--- src/hw/rtl/ue2u_pkg.sv ---
// Shared types, character codes and UTF-8 helpers for the escape converter.
package ue2u_pkg;

   // Escape layout: backslash, mark, four hex digits
   localparam int EscLen     = 6;
   localparam int CountW     = 3;
   localparam int QueueDepth = 4;
   localparam int QueuePtrW  = 2;

   localparam logic [7:0] CharBackslash = 8'h5C;
   localparam logic [7:0] CharEscMark   = 8'h75;
   localparam logic [7:0] CharZero      = 8'h30;
   localparam logic [7:0] CharNine      = 8'h39;
   localparam logic [7:0] CharLowA      = 8'h61;
   localparam logic [7:0] CharLowF      = 8'h66;
   localparam logic [7:0] CharUpA       = 8'h41;
   localparam logic [7:0] CharUpF       = 8'h46;
   localparam logic [3:0] HexAlphaOffset = 4'd10;

   localparam logic [7:0] Utf8Lead2 = 8'hC0;
   localparam logic [7:0] Utf8Lead3 = 8'hE0;
   localparam logic [7:0] Utf8Cont  = 8'h80;

   localparam logic [1:0] Utf8Len1 = 2'd1;
   localparam logic [1:0] Utf8Len2 = 2'd2;
   localparam logic [1:0] Utf8Len3 = 2'd3;

   // One classified stream byte
   typedef struct packed {
      logic [7:0] data;
      logic       last;
      logic       is_bs;
      logic       is_mark;
      logic       is_hex;
      logic [3:0] nibble;
   } item_type;

   // Tag a byte with its role in an escape and its hex value
   function automatic item_type classify(input logic [7:0] b, input logic last);
      item_type   it;
      logic [7:0] d;
      it.data    = b;
      it.last    = last;
      it.is_bs   = (b == CharBackslash);
      it.is_mark = (b == CharEscMark);
      it.is_hex  = 1'b0;
      it.nibble  = 4'd0;
      d          = 8'd0;
      if (b inside {[CharZero:CharNine]}) begin
         d         = b - CharZero;
         it.is_hex = 1'b1;
         it.nibble = d[3:0];
      end else if (b inside {[CharLowA:CharLowF]}) begin
         d         = b - CharLowA;
         it.is_hex = 1'b1;
         it.nibble = d[3:0] + HexAlphaOffset;
      end else if (b inside {[CharUpA:CharUpF]}) begin
         d         = b - CharUpA;
         it.is_hex = 1'b1;
         it.nibble = d[3:0] + HexAlphaOffset;
      end
      return it;
   endfunction

   // Number of UTF-8 bytes for a 16-bit code point
   function automatic logic [1:0] utf8_len(input logic [15:0] cp);
      logic [1:0] len;
      if (cp[15:7] == 9'd0) begin
         len = Utf8Len1;
      end else if (cp[15:11] == 5'd0) begin
         len = Utf8Len2;
      end else begin
         len = Utf8Len3;
      end
      return len;
   endfunction

   // UTF-8 byte number idx of a 16-bit code point
   function automatic logic [7:0] utf8_byte(input logic [15:0] cp, input logic [1:0] idx);
      logic [7:0] b;
      case (utf8_len(cp))
         Utf8Len1: begin
            b = {1'b0, cp[6:0]};
         end
         Utf8Len2: begin
            if (idx == 2'd0) begin
               b = Utf8Lead2 | {3'b000, cp[10:6]};
            end else begin
               b = Utf8Cont | {2'b00, cp[5:0]};
            end
         end
         default: begin
            case (idx)
               2'd0:    b = Utf8Lead3 | {4'b0000, cp[15:12]};
               2'd1:    b = Utf8Cont | {2'b00, cp[11:6]};
               default: b = Utf8Cont | {2'b00, cp[5:0]};
            endcase
         end
      endcase
      return b;
   endfunction

endpackage

--- src/hw/rtl/ue2u_front.sv ---
// Input stage: accepts stream bytes, classifies them and hands them to the queue.
module ue2u_front import ue2u_pkg::*; (
   input  logic       clock,
   input  logic       reset,
   input  logic       req_tvalid,
   output logic       req_tready,
   input  logic [7:0] req_tdata,   // [7:0] in_byte
   input  logic       req_tlast,
   output logic       push_valid,
   output item_type   push_item,
   input  logic       push_ready
);

   logic     fr_valid_ff, fr_valid_in;
   item_type fr_item_ff, fr_item_in;
   logic     accept;

   // Take a new item whenever the stage is empty or draining this cycle
   assign req_tready = !fr_valid_ff || push_ready;
   assign accept     = req_tvalid && req_tready;
   assign push_valid = fr_valid_ff;
   assign push_item  = fr_item_ff;

   // Hold or replace the staged item
   always_comb begin
      fr_valid_in = (fr_valid_ff && !push_ready) || accept;
      fr_item_in  = fr_item_ff;
      if (accept) begin
         fr_item_in = classify(req_tdata, req_tlast);
      end
   end

   always_ff @(posedge clock) begin
      if (reset) begin
         fr_valid_ff <= 1'b0;
      end else begin
         fr_valid_ff <= fr_valid_in;
      end
   end

   always_ff @(posedge clock) begin
      fr_item_ff <= fr_item_in;
   end

endmodule

--- src/hw/rtl/ue2u_queue.sv ---
// Short queue of classified items between the input stage and the escape engine.
module ue2u_queue import ue2u_pkg::*; (
   input  logic     clock,
   input  logic     reset,
   input  logic     push_valid,
   input  item_type push_item,
   output logic     push_ready,
   output logic     pop_valid,
   output item_type pop_item,
   input  logic     pop_ready
);

   item_type               slot_ff [QueueDepth];
   logic [QueuePtrW-1:0]   wr_ptr_ff, wr_ptr_in;
   logic [QueuePtrW-1:0]   rd_ptr_ff, rd_ptr_in;
   logic [QueuePtrW:0]     fill_ff, fill_in;
   logic                   do_push, do_pop;

   assign push_ready = (fill_ff != (QueuePtrW+1)'(QueueDepth));
   assign pop_valid  = (fill_ff != '0);
   assign pop_item   = slot_ff[rd_ptr_ff];
   assign do_push    = push_valid && push_ready;
   assign do_pop     = pop_valid && pop_ready;

   // Advance pointers and fill level
   always_comb begin
      wr_ptr_in = wr_ptr_ff;
      rd_ptr_in = rd_ptr_ff;
      fill_in   = fill_ff;
      if (do_push) begin
         wr_ptr_in = wr_ptr_ff + 1'b1;
      end
      if (do_pop) begin
         rd_ptr_in = rd_ptr_ff + 1'b1;
      end
      if (do_push && !do_pop) begin
         fill_in = fill_ff + 1'b1;
      end else if (do_pop && !do_push) begin
         fill_in = fill_ff - 1'b1;
      end
   end

   always_ff @(posedge clock) begin
      if (reset) begin
         wr_ptr_ff <= '0;
         rd_ptr_ff <= '0;
         fill_ff   <= '0;
      end else begin
         wr_ptr_ff <= wr_ptr_in;
         rd_ptr_ff <= rd_ptr_in;
         fill_ff   <= fill_in;
      end
   end

   // Store pushed items
   always_ff @(posedge clock) begin
      if (do_push) begin
         slot_ff[wr_ptr_ff] <= push_item;
      end
   end

endmodule

--- src/hw/rtl/ue2u_back.sv ---
// Escape engine: holds a forming escape, emits plain or UTF-8 bytes one per cycle while the output is not stalled.
module ue2u_back import ue2u_pkg::*; (
   input  logic       clock,
   input  logic       reset,
   input  logic       pop_valid,
   input  item_type   pop_item,
   output logic       pop_ready,
   output logic       rsp_tvalid,
   input  logic       rsp_tready,
   output logic [7:0] rsp_tdata,   // [7:0] out_byte
   output logic       rsp_tlast
);

   item_type          held_ff [EscLen];
   item_type          held_in [EscLen];
   logic [CountW-1:0] count_ff, count_in;
   logic              busy_ff, busy_in;
   logic              step_last_ff, step_last_in;
   logic [1:0]        esc_idx_ff, esc_idx_in;
   logic              rsp_valid_ff, rsp_valid_in;
   logic [7:0]        rsp_data_ff, rsp_data_in;
   logic              rsp_last_ff, rsp_last_in;

   logic              slot_free;
   logic              prefix;
   logic [15:0]       cp;
   logic [1:0]        esc_len;
   logic [7:0]        esc_byte;
   logic              emit;
   logic [7:0]        emit_data;
   logic              emit_last;
   logic              drop;
   logic              pop_ok;
   logic [CountW-1:0] cnt_after;

   assign slot_free = !rsp_valid_ff || rsp_tready;
   assign cp        = {held_ff[2].nibble, held_ff[3].nibble,
                       held_ff[4].nibble, held_ff[5].nibble};
   assign esc_len   = utf8_len(cp);
   assign esc_byte  = utf8_byte(cp, esc_idx_ff);

   // Check that the held bytes still start an escape
   always_comb begin
      prefix = 1'b1;
      for (int i = 0; i < EscLen; i++) begin
         if (CountW'(i) < count_ff) begin
            if (i == 0) begin
               if (!held_ff[i].is_bs) prefix = 1'b0;
            end else if (i == 1) begin
               if (!held_ff[i].is_mark) prefix = 1'b0;
            end else begin
               if (!held_ff[i].is_hex) prefix = 1'b0;
            end
         end
      end
   end

   // Pick this cycle's action, then append a new item where room opens up
   always_comb begin
      emit         = 1'b0;
      emit_data    = held_ff[0].data;
      emit_last    = 1'b0;
      drop         = 1'b0;
      pop_ok       = 1'b0;
      cnt_after    = count_ff;
      busy_in      = busy_ff;
      esc_idx_in   = esc_idx_ff;
      step_last_in = step_last_ff;

      if (!busy_ff) begin
         pop_ok = 1'b1;
      end else if (prefix && (count_ff == CountW'(EscLen))) begin
         // Emit the encoded code point
         if (slot_free) begin
            emit      = 1'b1;
            emit_data = esc_byte;
            if (esc_idx_ff == 2'(esc_len - 2'd1)) begin
               cnt_after  = '0;
               emit_last  = step_last_ff;
               esc_idx_in = 2'd0;
            end else begin
               esc_idx_in = esc_idx_ff + 2'd1;
            end
         end
      end else if (!prefix || step_last_ff) begin
         // Emit the first held byte as plain text and drop it
         if (slot_free) begin
            emit      = 1'b1;
            drop      = 1'b1;
            cnt_after = count_ff - 1'b1;
            emit_last = step_last_ff && (count_ff == CountW'(1));
         end
      end else begin
         // Escape still forming: wait for more bytes
         busy_in = 1'b0;
         pop_ok  = 1'b1;
      end

      if (emit && (cnt_after == '0)) begin
         busy_in = 1'b0;
         pop_ok  = 1'b1;
      end

      for (int i = 0; i < EscLen; i++) begin
         held_in[i] = held_ff[i];
      end
      if (drop) begin
         for (int i = 0; i < EscLen - 1; i++) begin
            held_in[i] = held_ff[i+1];
         end
      end

      count_in = cnt_after;
      if (pop_ok && pop_valid) begin
         for (int i = 0; i < EscLen; i++) begin
            if (CountW'(i) == cnt_after) begin
               held_in[i] = pop_item;
            end
         end
         count_in     = cnt_after + 1'b1;
         busy_in      = 1'b1;
         step_last_in = pop_item.last;
      end
   end

   assign pop_ready = pop_ok;

   // Load the output register or hold it while stalled
   always_comb begin
      rsp_valid_in = rsp_valid_ff;
      rsp_data_in  = rsp_data_ff;
      rsp_last_in  = rsp_last_ff;
      if (slot_free) begin
         rsp_valid_in = emit;
         if (emit) begin
            rsp_data_in = emit_data;
            rsp_last_in = emit_last;
         end
      end
   end

   always_ff @(posedge clock) begin
      if (reset) begin
         count_ff     <= '0;
         busy_ff      <= 1'b0;
         esc_idx_ff   <= 2'd0;
         rsp_valid_ff <= 1'b0;
      end else begin
         count_ff     <= count_in;
         busy_ff      <= busy_in;
         esc_idx_ff   <= esc_idx_in;
         rsp_valid_ff <= rsp_valid_in;
      end
   end

   always_ff @(posedge clock) begin
      for (int i = 0; i < EscLen; i++) begin
         held_ff[i] <= held_in[i];
      end
      step_last_ff <= step_last_in;
      rsp_data_ff  <= rsp_data_in;
      rsp_last_ff  <= rsp_last_in;
   end

   assign rsp_tvalid = rsp_valid_ff;
   assign rsp_tdata  = rsp_data_ff;
   assign rsp_tlast  = rsp_last_ff;

endmodule

--- src/hw/rtl/unicode_escape_to_utf8_core.sv ---
// Top level of the unicode escape to UTF-8 stream converter.
// Replaces every six-byte escape (backslash, 'u', four hex digits) in the byte
// stream with the code point in UTF-8 (one to three bytes, surrogates in plain
// three-byte form); all other bytes pass unchanged, and bytes held at a tlast
// byte are flushed as plain text, with rsp_tlast on that byte's final output.
// The escape engine emits at most one output byte per cycle, so plain text
// flows at one byte per cycle while the receiver does not stall; a byte that
// breaks a held escape releases the held bytes one at a time, and a completed
// escape sends its UTF-8 bytes one at a time, with no new byte taken meanwhile.
// An input register and a four-entry queue before the engine absorb these
// stalls; a byte passes the input register, queue, held escape and the
// output register in turn. The block resumes after reset with no sweep.
module unicode_escape_to_utf8_core import ue2u_pkg::*; (
   input  logic       clock,
   input  logic       reset,
   input  logic       req_tvalid,
   output logic       req_tready,
   input  logic [7:0] req_tdata,   // [7:0] in_byte
   input  logic       req_tlast,   // in_last
   output logic       rsp_tvalid,
   input  logic       rsp_tready,
   output logic [7:0] rsp_tdata,   // [7:0] out_byte
   output logic       rsp_tlast    // out_last
);

   logic     push_valid, push_ready;
   item_type push_item;
   logic     pop_valid, pop_ready;
   item_type pop_item;

   ue2u_front u_front (
      .clock      (clock),
      .reset      (reset),
      .req_tvalid (req_tvalid),
      .req_tready (req_tready),
      .req_tdata  (req_tdata),
      .req_tlast  (req_tlast),
      .push_valid (push_valid),
      .push_item  (push_item),
      .push_ready (push_ready)
   );

   ue2u_queue u_queue (
      .clock      (clock),
      .reset      (reset),
      .push_valid (push_valid),
      .push_item  (push_item),
      .push_ready (push_ready),
      .pop_valid  (pop_valid),
      .pop_item   (pop_item),
      .pop_ready  (pop_ready)
   );

   ue2u_back u_back (
      .clock      (clock),
      .reset      (reset),
      .pop_valid  (pop_valid),
      .pop_item   (pop_item),
      .pop_ready  (pop_ready),
      .rsp_tvalid (rsp_tvalid),
      .rsp_tready (rsp_tready),
      .rsp_tdata  (rsp_tdata),
      .rsp_tlast  (rsp_tlast)
   );

endmodule

--- config.mk ---
export PLATFORM = sky130hd
export DESIGN_NAME = unicode_escape_to_utf8_core
export DESIGN_NICKNAME = d
export VERILOG_FILES = /design/src/hw/rtl/ue2u_pkg.sv /design/src/hw/rtl/ue2u_front.sv /design/src/hw/rtl/ue2u_queue.sv /design/src/hw/rtl/ue2u_back.sv /design/src/hw/rtl/unicode_escape_to_utf8_core.sv
export SDC_FILE = /design/constraint.sdc
export NUM_CORES = 1
export LEC_CHECK = 0
export BUFFER_PORTS_ARGS = -buffer_cell sky130_fd_sc_hd__buf_2
export CAP_MARGIN = 20
export CORE_MARGIN = 1.5
export CORE_UTILIZATION = 35
export DETAILED_ROUTE_END_ITERATION = 8
export GPL_TIMING_DRIVEN = 1
export HOLD_SLACK_MARGIN = 0.03
export PLACE_DENSITY = 0.56
export SLEW_MARGIN = 5
export SYNTH_ARGS = -nofsm -noshare
export SYNTH_HDL_FRONTEND = slang
export SYNTH_SLANG_ARGS = --single-unit
--- constraint.sdc ---
create_clock -name clock -period 10.25 [get_ports clock]
set_clock_uncertainty 0.1 [all_clocks]
set_input_delay 2.05 -clock clock [delete_from_list [all_inputs] [get_ports clock]]
set_output_delay 2.05 -clock clock [all_outputs]
set_load 0.005 [all_outputs]
Word-level counts from Yosys, hierarchy flattened
Memory sizes are Yosys's and may differ from the RTL's. A register that Yosys moved wholly into a read port is not among the register bits.
Cells that the tools add are included.
{"block": "word_totals", "in_bits": 13, "n_memories": 2, "out_inout_bits": 11, "reg_bits": 41, "wordCells": 151, "mem_bits_rw": 160}
{"block": "classes", "reduce_logical": 31, "n_eq_ne": 14, "order_cmp": 12, "muxes": 62, "add_sub_neg": 13}
{"memory": "u_back.held_ff", "depth": 6, "width": 16, "read_ports": 6, "rd_clocked_by_memory_dff": 0, "write_ports": 6, "line": "ue2u_back.sv:14", "text": "item_type held_ff [EscLen];"}
{"memory": "u_queue.slot_ff", "depth": 4, "width": 16, "read_ports": 1, "rd_clocked_by_memory_dff": 1, "write_ports": 1, "line": "ue2u_queue.sv:13", "text": "item_type slot_ff [QueueDepth];"}
{"cell": "16-bit 2-to-1 mux", "n": 6}
{"cell": "96-bit 2-to-1 mux", "n": 1}
{"cell": "80-bit 2-to-1 mux", "n": 1}
{"cell": "1-bit 2-to-1 mux", "n": 33}
{"cell": "3-bit 2-to-1 mux", "n": 9}
{"cell": "8-bit by 7-bit equality test with 1-bit output, second input constant", "n": 2}
{"cell": "8-bit by 7-bit >= comparator with 1-bit output, second input constant", "n": 2}
{"cell": "8-bit by 7-bit less-or-equal comparator with 1-bit output, second input constant", "n": 2}
{"cell": "8-bit 2-to-1 mux", "n": 2}
{"cell": "8-bit case mux with 2 select lines", "n": 1}
{"cell": "7-bit case mux with 2 select lines", "n": 1}
{"cell": "1-bit logical AND", "n": 12}
{"cell": "4-bit by 1-bit subtractor with 4-bit output, second input constant", "n": 3}
{"cell": "9-bit logical NOT", "n": 1}
{"cell": "4-bit adder, second input constant", "n": 2}
{"cell": "8-bit by 6-bit >= comparator with 1-bit output, second input constant", "n": 1}
{"cell": "8-bit by 6-bit less-or-equal comparator with 1-bit output, second input constant", "n": 1}
{"cell": "2-bit 2-to-1 mux", "n": 4}
{"cell": "4-bit 2-to-1 mux", "n": 2}
{"cell": "7-bit 2-to-1 mux", "n": 1}
{"cell": "2-bit by 1-bit adder with 2-bit output, second input constant", "n": 3}
{"cell": "3-bit by 1-bit adder with 3-bit output, second input constant", "n": 2}
{"cell": "2-bit by 3-bit equality test with 1-bit output, first input constant", "n": 2}
{"cell": "3-bit equality test, first input constant", "n": 2}
{"cell": "23 further kinds", "n": 36}

Depth between registers and ports, before layout
An unclocked memory read counts as a cell.
{"block": "depth", "ltp_word": 25, "ltp_mapped": 20, "mapped_depth_nobuf": 20}

Cells and area by module
From an unflattened synthesis, not the netlist that was laid out.
{"block": "hier_totals", "cells_unflattened": 573, "area_unflattened_um2": 8190.4}
{"module": "ue2u_back", "instances": 1, "seq_area_each_um2": 2172.1, "area_each_um2": 4615.7, "cells_per_inst": 392}
{"module": "ue2u_queue", "instances": 1, "seq_area_each_um2": 2102.0, "area_each_um2": 2824.0, "cells_per_inst": 132}
{"module": "ue2u_front", "instances": 1, "seq_area_each_um2": 500.5, "area_each_um2": 750.7, "cells_per_inst": 49}

Worst setup path after synthesis
Ideal clock, no wire load.
{"block": "synth_path", "path_type": "input to register", "startpoint": "input port rsp_tready", "endpoint": "register u_queue.fill_ff[2]", "setup_ns": 0.071, "path_buffers": 0, "setup_slack_ns": 4.722, "t_required_ns": 10.079, "arrival_ns": 5.358, "cell_stages": 17, "path_cell_list": "nor2b_1 a31oi_1 mux2i_1 o2bb2ai_1 inv_1 ha_1 and2_0 nor3b_2 nor2_1 a21oi_1 inv_1 ha_1 inv_1 fa_1 xor2_1 or3_1 a21oi_1"}
{"block": "synth_between", "elab_chain_cells": 12, "elab_cells_between_ends": 19, "cone_classes": "mux (11); reduce/logical (8)"}
{"item": "start: declaration", "line": "unicode_escape_to_utf8_core.sv:21", "text": "input logic rsp_tready,"}
{"item": "1-bit logical OR (*)", "line": "ue2u_back.sv:36", "text": "assign slot_free = !rsp_valid_ff || rsp_tready;"}
{"item": "3-bit 2-to-1 mux", "line": "ue2u_back.sv:87", "text": "if (slot_free) begin"}
{"item": "3-bit 2-to-1 mux", "line": "ue2u_back.sv:85", "text": "end else if (!prefix || step_last_ff) begin"}
{"item": "3-bit 2-to-1 mux", "line": "ue2u_back.sv:72", "text": "end else if (prefix && (count_ff == CountW'(EscLen))) begin"}
{"item": "3-bit 2-to-1 mux", "line": "ue2u_back.sv:70", "text": "if (!busy_ff) begin"}
{"item": "3-bit logical NOT", "line": "ue2u_back.sv:99", "text": "if (emit && (cnt_after == '0)) begin"}
{"item": "1-bit logical AND (*)", "line": "ue2u_back.sv:99"}
{"item": "1-bit 2-to-1 mux (*)", "line": "ue2u_back.sv:99"}
{"item": "1-bit logical AND (*)", "line": "ue2u_queue.sv:23", "text": "assign do_pop = pop_valid && pop_ready;"}
{"item": "1-bit logical NOT", "line": "ue2u_queue.sv:36", "text": "if (do_push && !do_pop) begin"}
{"item": "1-bit logical AND", "line": "ue2u_queue.sv:36"}
{"item": "3-bit 2-to-1 mux / 2-bit nonzero test (equally long branches)"}
{"item": "end signal: assignment", "line": "ue2u_queue.sv:51", "text": "fill_ff <= fill_in;"}
{"item": "end: declaration", "line": "ue2u_queue.sv:16", "text": "logic [QueuePtrW:0] fill_ff, fill_in;"}
Mark *: on every way between the ends. The rest lies on a longest branch, timed or not.
A chain may end at the register's enable or synchronous reset.

Worst setup path in the final report
Same ends and word-level chain as after synthesis.

==> results.md <==
- Pin count of the biggest net entering global routing: 66
- Post-CTS Hold Buffers: 0
- Tightest Hold Check Type: reg -> reg
- Drt first-iter violations: 342
- Status: complete, no violations
- Gpl congestion: 0.813
- Largest buffer count on any clock path: 2
- Pre-CTS WS: 3970 ps
- Core footprint: 0.0228 mm2
- Dpl hpwl: 10.4 mm
- Pwr dens: 302 mW/mm2
- Mapped Avg Cell Area: 13.0 um2
- Layout cells sized above 1: 14.4%
- CP Class: in -> reg
- Final setup viols: 0
- Pin slew with the least headroom to its limit: 1000 ps
- Hold Violations, Final: 0
- Sink Count: 186
- Rows: 55
- Antenna Cells: 0
- Total CTS buffers: 17
- YS warnings: 0
- Post-cts resize count: 0
- Initial antenna violation count: 0
- Initial Util: 35.9%
- Pleak: 3.38 nW
- Nets: 681
- Fin. max-slew vios: 0
- Post-Place Cells: 940
- Syn Inst Count: 628
- Buffers on Ports: 23
- DRT Wirelength: 15.5 mm
- Routed via count: 4855
- Worst skew pair latency: 440 ps
- Pre-antenna DRT Iters: 5
- Worst EP required: 10510 ps
- GRT Overall Usage: 13.4%
- Commonest non-fill, non-tap cell in the layout: mux2i_1
- Worst rel slew slack: 33.1%
- Top-Level Pins: 24
- Die X: 156 um
- CTS tree: built
- CP Capture Type: flip-flop
- Number of synthesized flops with an enable pin: 105
- Crit path time final: 5890 ps
- Setup WS post-layout: 4360 ps
- Max-cap violations: 0
- Number of global-route vias before repair: 4905
- Post-CTS Setup Bufs: 0
- Yosys reg bits: 186
- Via-to-Cell Ratio: 4.99
- Crit share post-route: 57.5%
- Crit path launch: rsp_tready
- Distinct cells, synth: 64
- CTS Root Cell: clkbuf_16
- Global-route wire length before repair: 25.4 mm
- Area grow syn2layout: 12.5%
- Peak VDD IR: 99.9 uV
- H-Tree Depth: 4
- DR WL/cell: 15.9 um
- Worst Path Arrival: 6160 ps
- Ys async rst share: 0%
- RSZ-0062 raised after global routing: no
- Critical Path Start Type: input pin
- Fin cells: 973
- Main flop type after synthesis: edfxtp_1
- DRC: 0
- Number of routed nets with antenna violations: 0
- Final TNS setup: 0 ps
- Crit path max fanout: 6
- Synthesized cell area: 0.00817 mm2
- Fmax: 0.170 GHz
- Register area share after synthesis: 58.4%
- Grt ovf: 0
- Post-Route Utilization: 40.4%
- Clk pin slew, worst setup/hold paths: 70 ps
- Mapped Nets: 662
- Die area: 0.0243 mm2
- Worst r2r src: u_back.count_ff[1]$_SDFF_PP0_
- Die Height: 156 um
- Worst hold start: u_front.push_item[13]$_DFFE_PP_
- Most frequent cells in the layout: mux2i_1 (146), edfxtp_1 (105), dfxtp_1 (81), nand2_1 (42), o21ai_0 (35)
## report_power, final
group | leakage, nW | total, W | switching, W | internal (W)
clock network | 0.267 | 0.000625 | 0.000305 | 0.000320
registers | 1.65 | 0.00116 | 0.000140 | 0.00102
logic | 1.46 | 0.000985 | 0.000543 | 0.000441
## sequential cells by signal, summed over array words and instances (netlist names), named ones only
register             count
u_back.busy_ff           1
u_back.count_ff          3
u_back.esc_idx_ff        2
u_back.held_ff          79
u_back.rsp_tdata         8
u_back.rsp_tlast         1
u_back.rsp_tvalid        1
u_back.step_last_ff      1
u_front.push_item       16
u_front.push_valid       1
u_queue.fill_ff          3
u_queue.rd_ptr_ff        2
u_queue.slot_ff         64
u_queue.wr_ptr_ff        2
## cell families (layout without fill, tap and decap cells)
kind of cell    after synthesis  count (layout)  synth area share, %
compound gates               83              83                 7.11
xor+xnor                      4               4                0.429
fa+ha+maj                    21              21                 3.31
buf+inv                      60              92                 3.09
flops                       186             186                 58.4
mux                         164             164                 20.5
simple gates                110             110                 7.12
## Yosys cell counts, drive strengths merged, types with 4 or more instances
master  instances  area, um2
clkbuf         13       48.8
nand3           6       30.0
a222oi          4       40.0
inv            33        124
dfxtp          81       1620
buf            14       80.1
a21oi          12       71.3
nor3b           6       50.1
and2            6       37.5
nor3            4       20.0
mux2i         146       1460
o21ai          36        180
mux2           17        191
and3            4       25.0
edfxtp        105       3150
nor2b           6       37.5
nand2b          4       25.0
a31oi           4       25.0
nor2           20       77.6
ha             20        250
nand2          42        158
## final timing paths
kind                                                          to  slack (ps)  cells after the start
worst max-delay path             u_queue.fill_ff[2]$_SDFFE_PP0P_        4360                     18
worst min-delay path            u_queue.slot_ff[3][13]$_DFFE_PP_         400                      0
worst max register to register   u_queue.fill_ff[2]$_SDFFE_PP0P_        5300                     20
worst min register to register  u_queue.slot_ff[3][13]$_DFFE_PP_         400                      0
## per-stage QoR
stage / instance area [um2] / total power, W / hold WS, ps
floorplan: 8170 / 0.00191 / 359
global placement: 8600 / 0.00212 / 369
detailed placement: 8600 / 0.00217 / 381
CTS: 9170 / 0.00280 / 398
global route: 9200 / 0.00295 / 415
finish: 9200 / 0.00277 / 399
## area by class of cell
cell class                      instances  area [um2]
Fill cell                            2137       13600
Sequential cell                       186        4770
Multi-Input combinational cell        382        3180
Clock buffer                           17         425
Tap cell                              313         392
Timing Repair Buffer                   27         165
Clock inverter                         15         138
Inverter                               33         124
## worst max-delay path, cell delays in order
cell and delay [ps]:
buf_2 100, nor2b_1 390, a31oi_1 180, mux2i_1 170, o2bb2ai_1 430, inv_1 130
ha_1 270, and2_0 250, nor3b_2 210, nor2_1 380, a21oi_1 190, inv_1 150
ha_1 200, inv_1 60, fa_1 370, xor2_1 170, or3_1 300, a21oi_1 150
## per-layer routing
| metal | vias up | global-route usage [%] | wire length [um] |
|---|---|---|---|
| met1 | 2390 | 16.6 | 7040 |
| met5 | - | 0 | 0 |
| met4 | 0 | 5.26 | 268 |
| li1 | 2347 | - | - |
| met3 | 26 | 2.67 | 449 |
| met2 | 92 | 23.0 | 7700 |
Power figures use the tool's default switching activity.
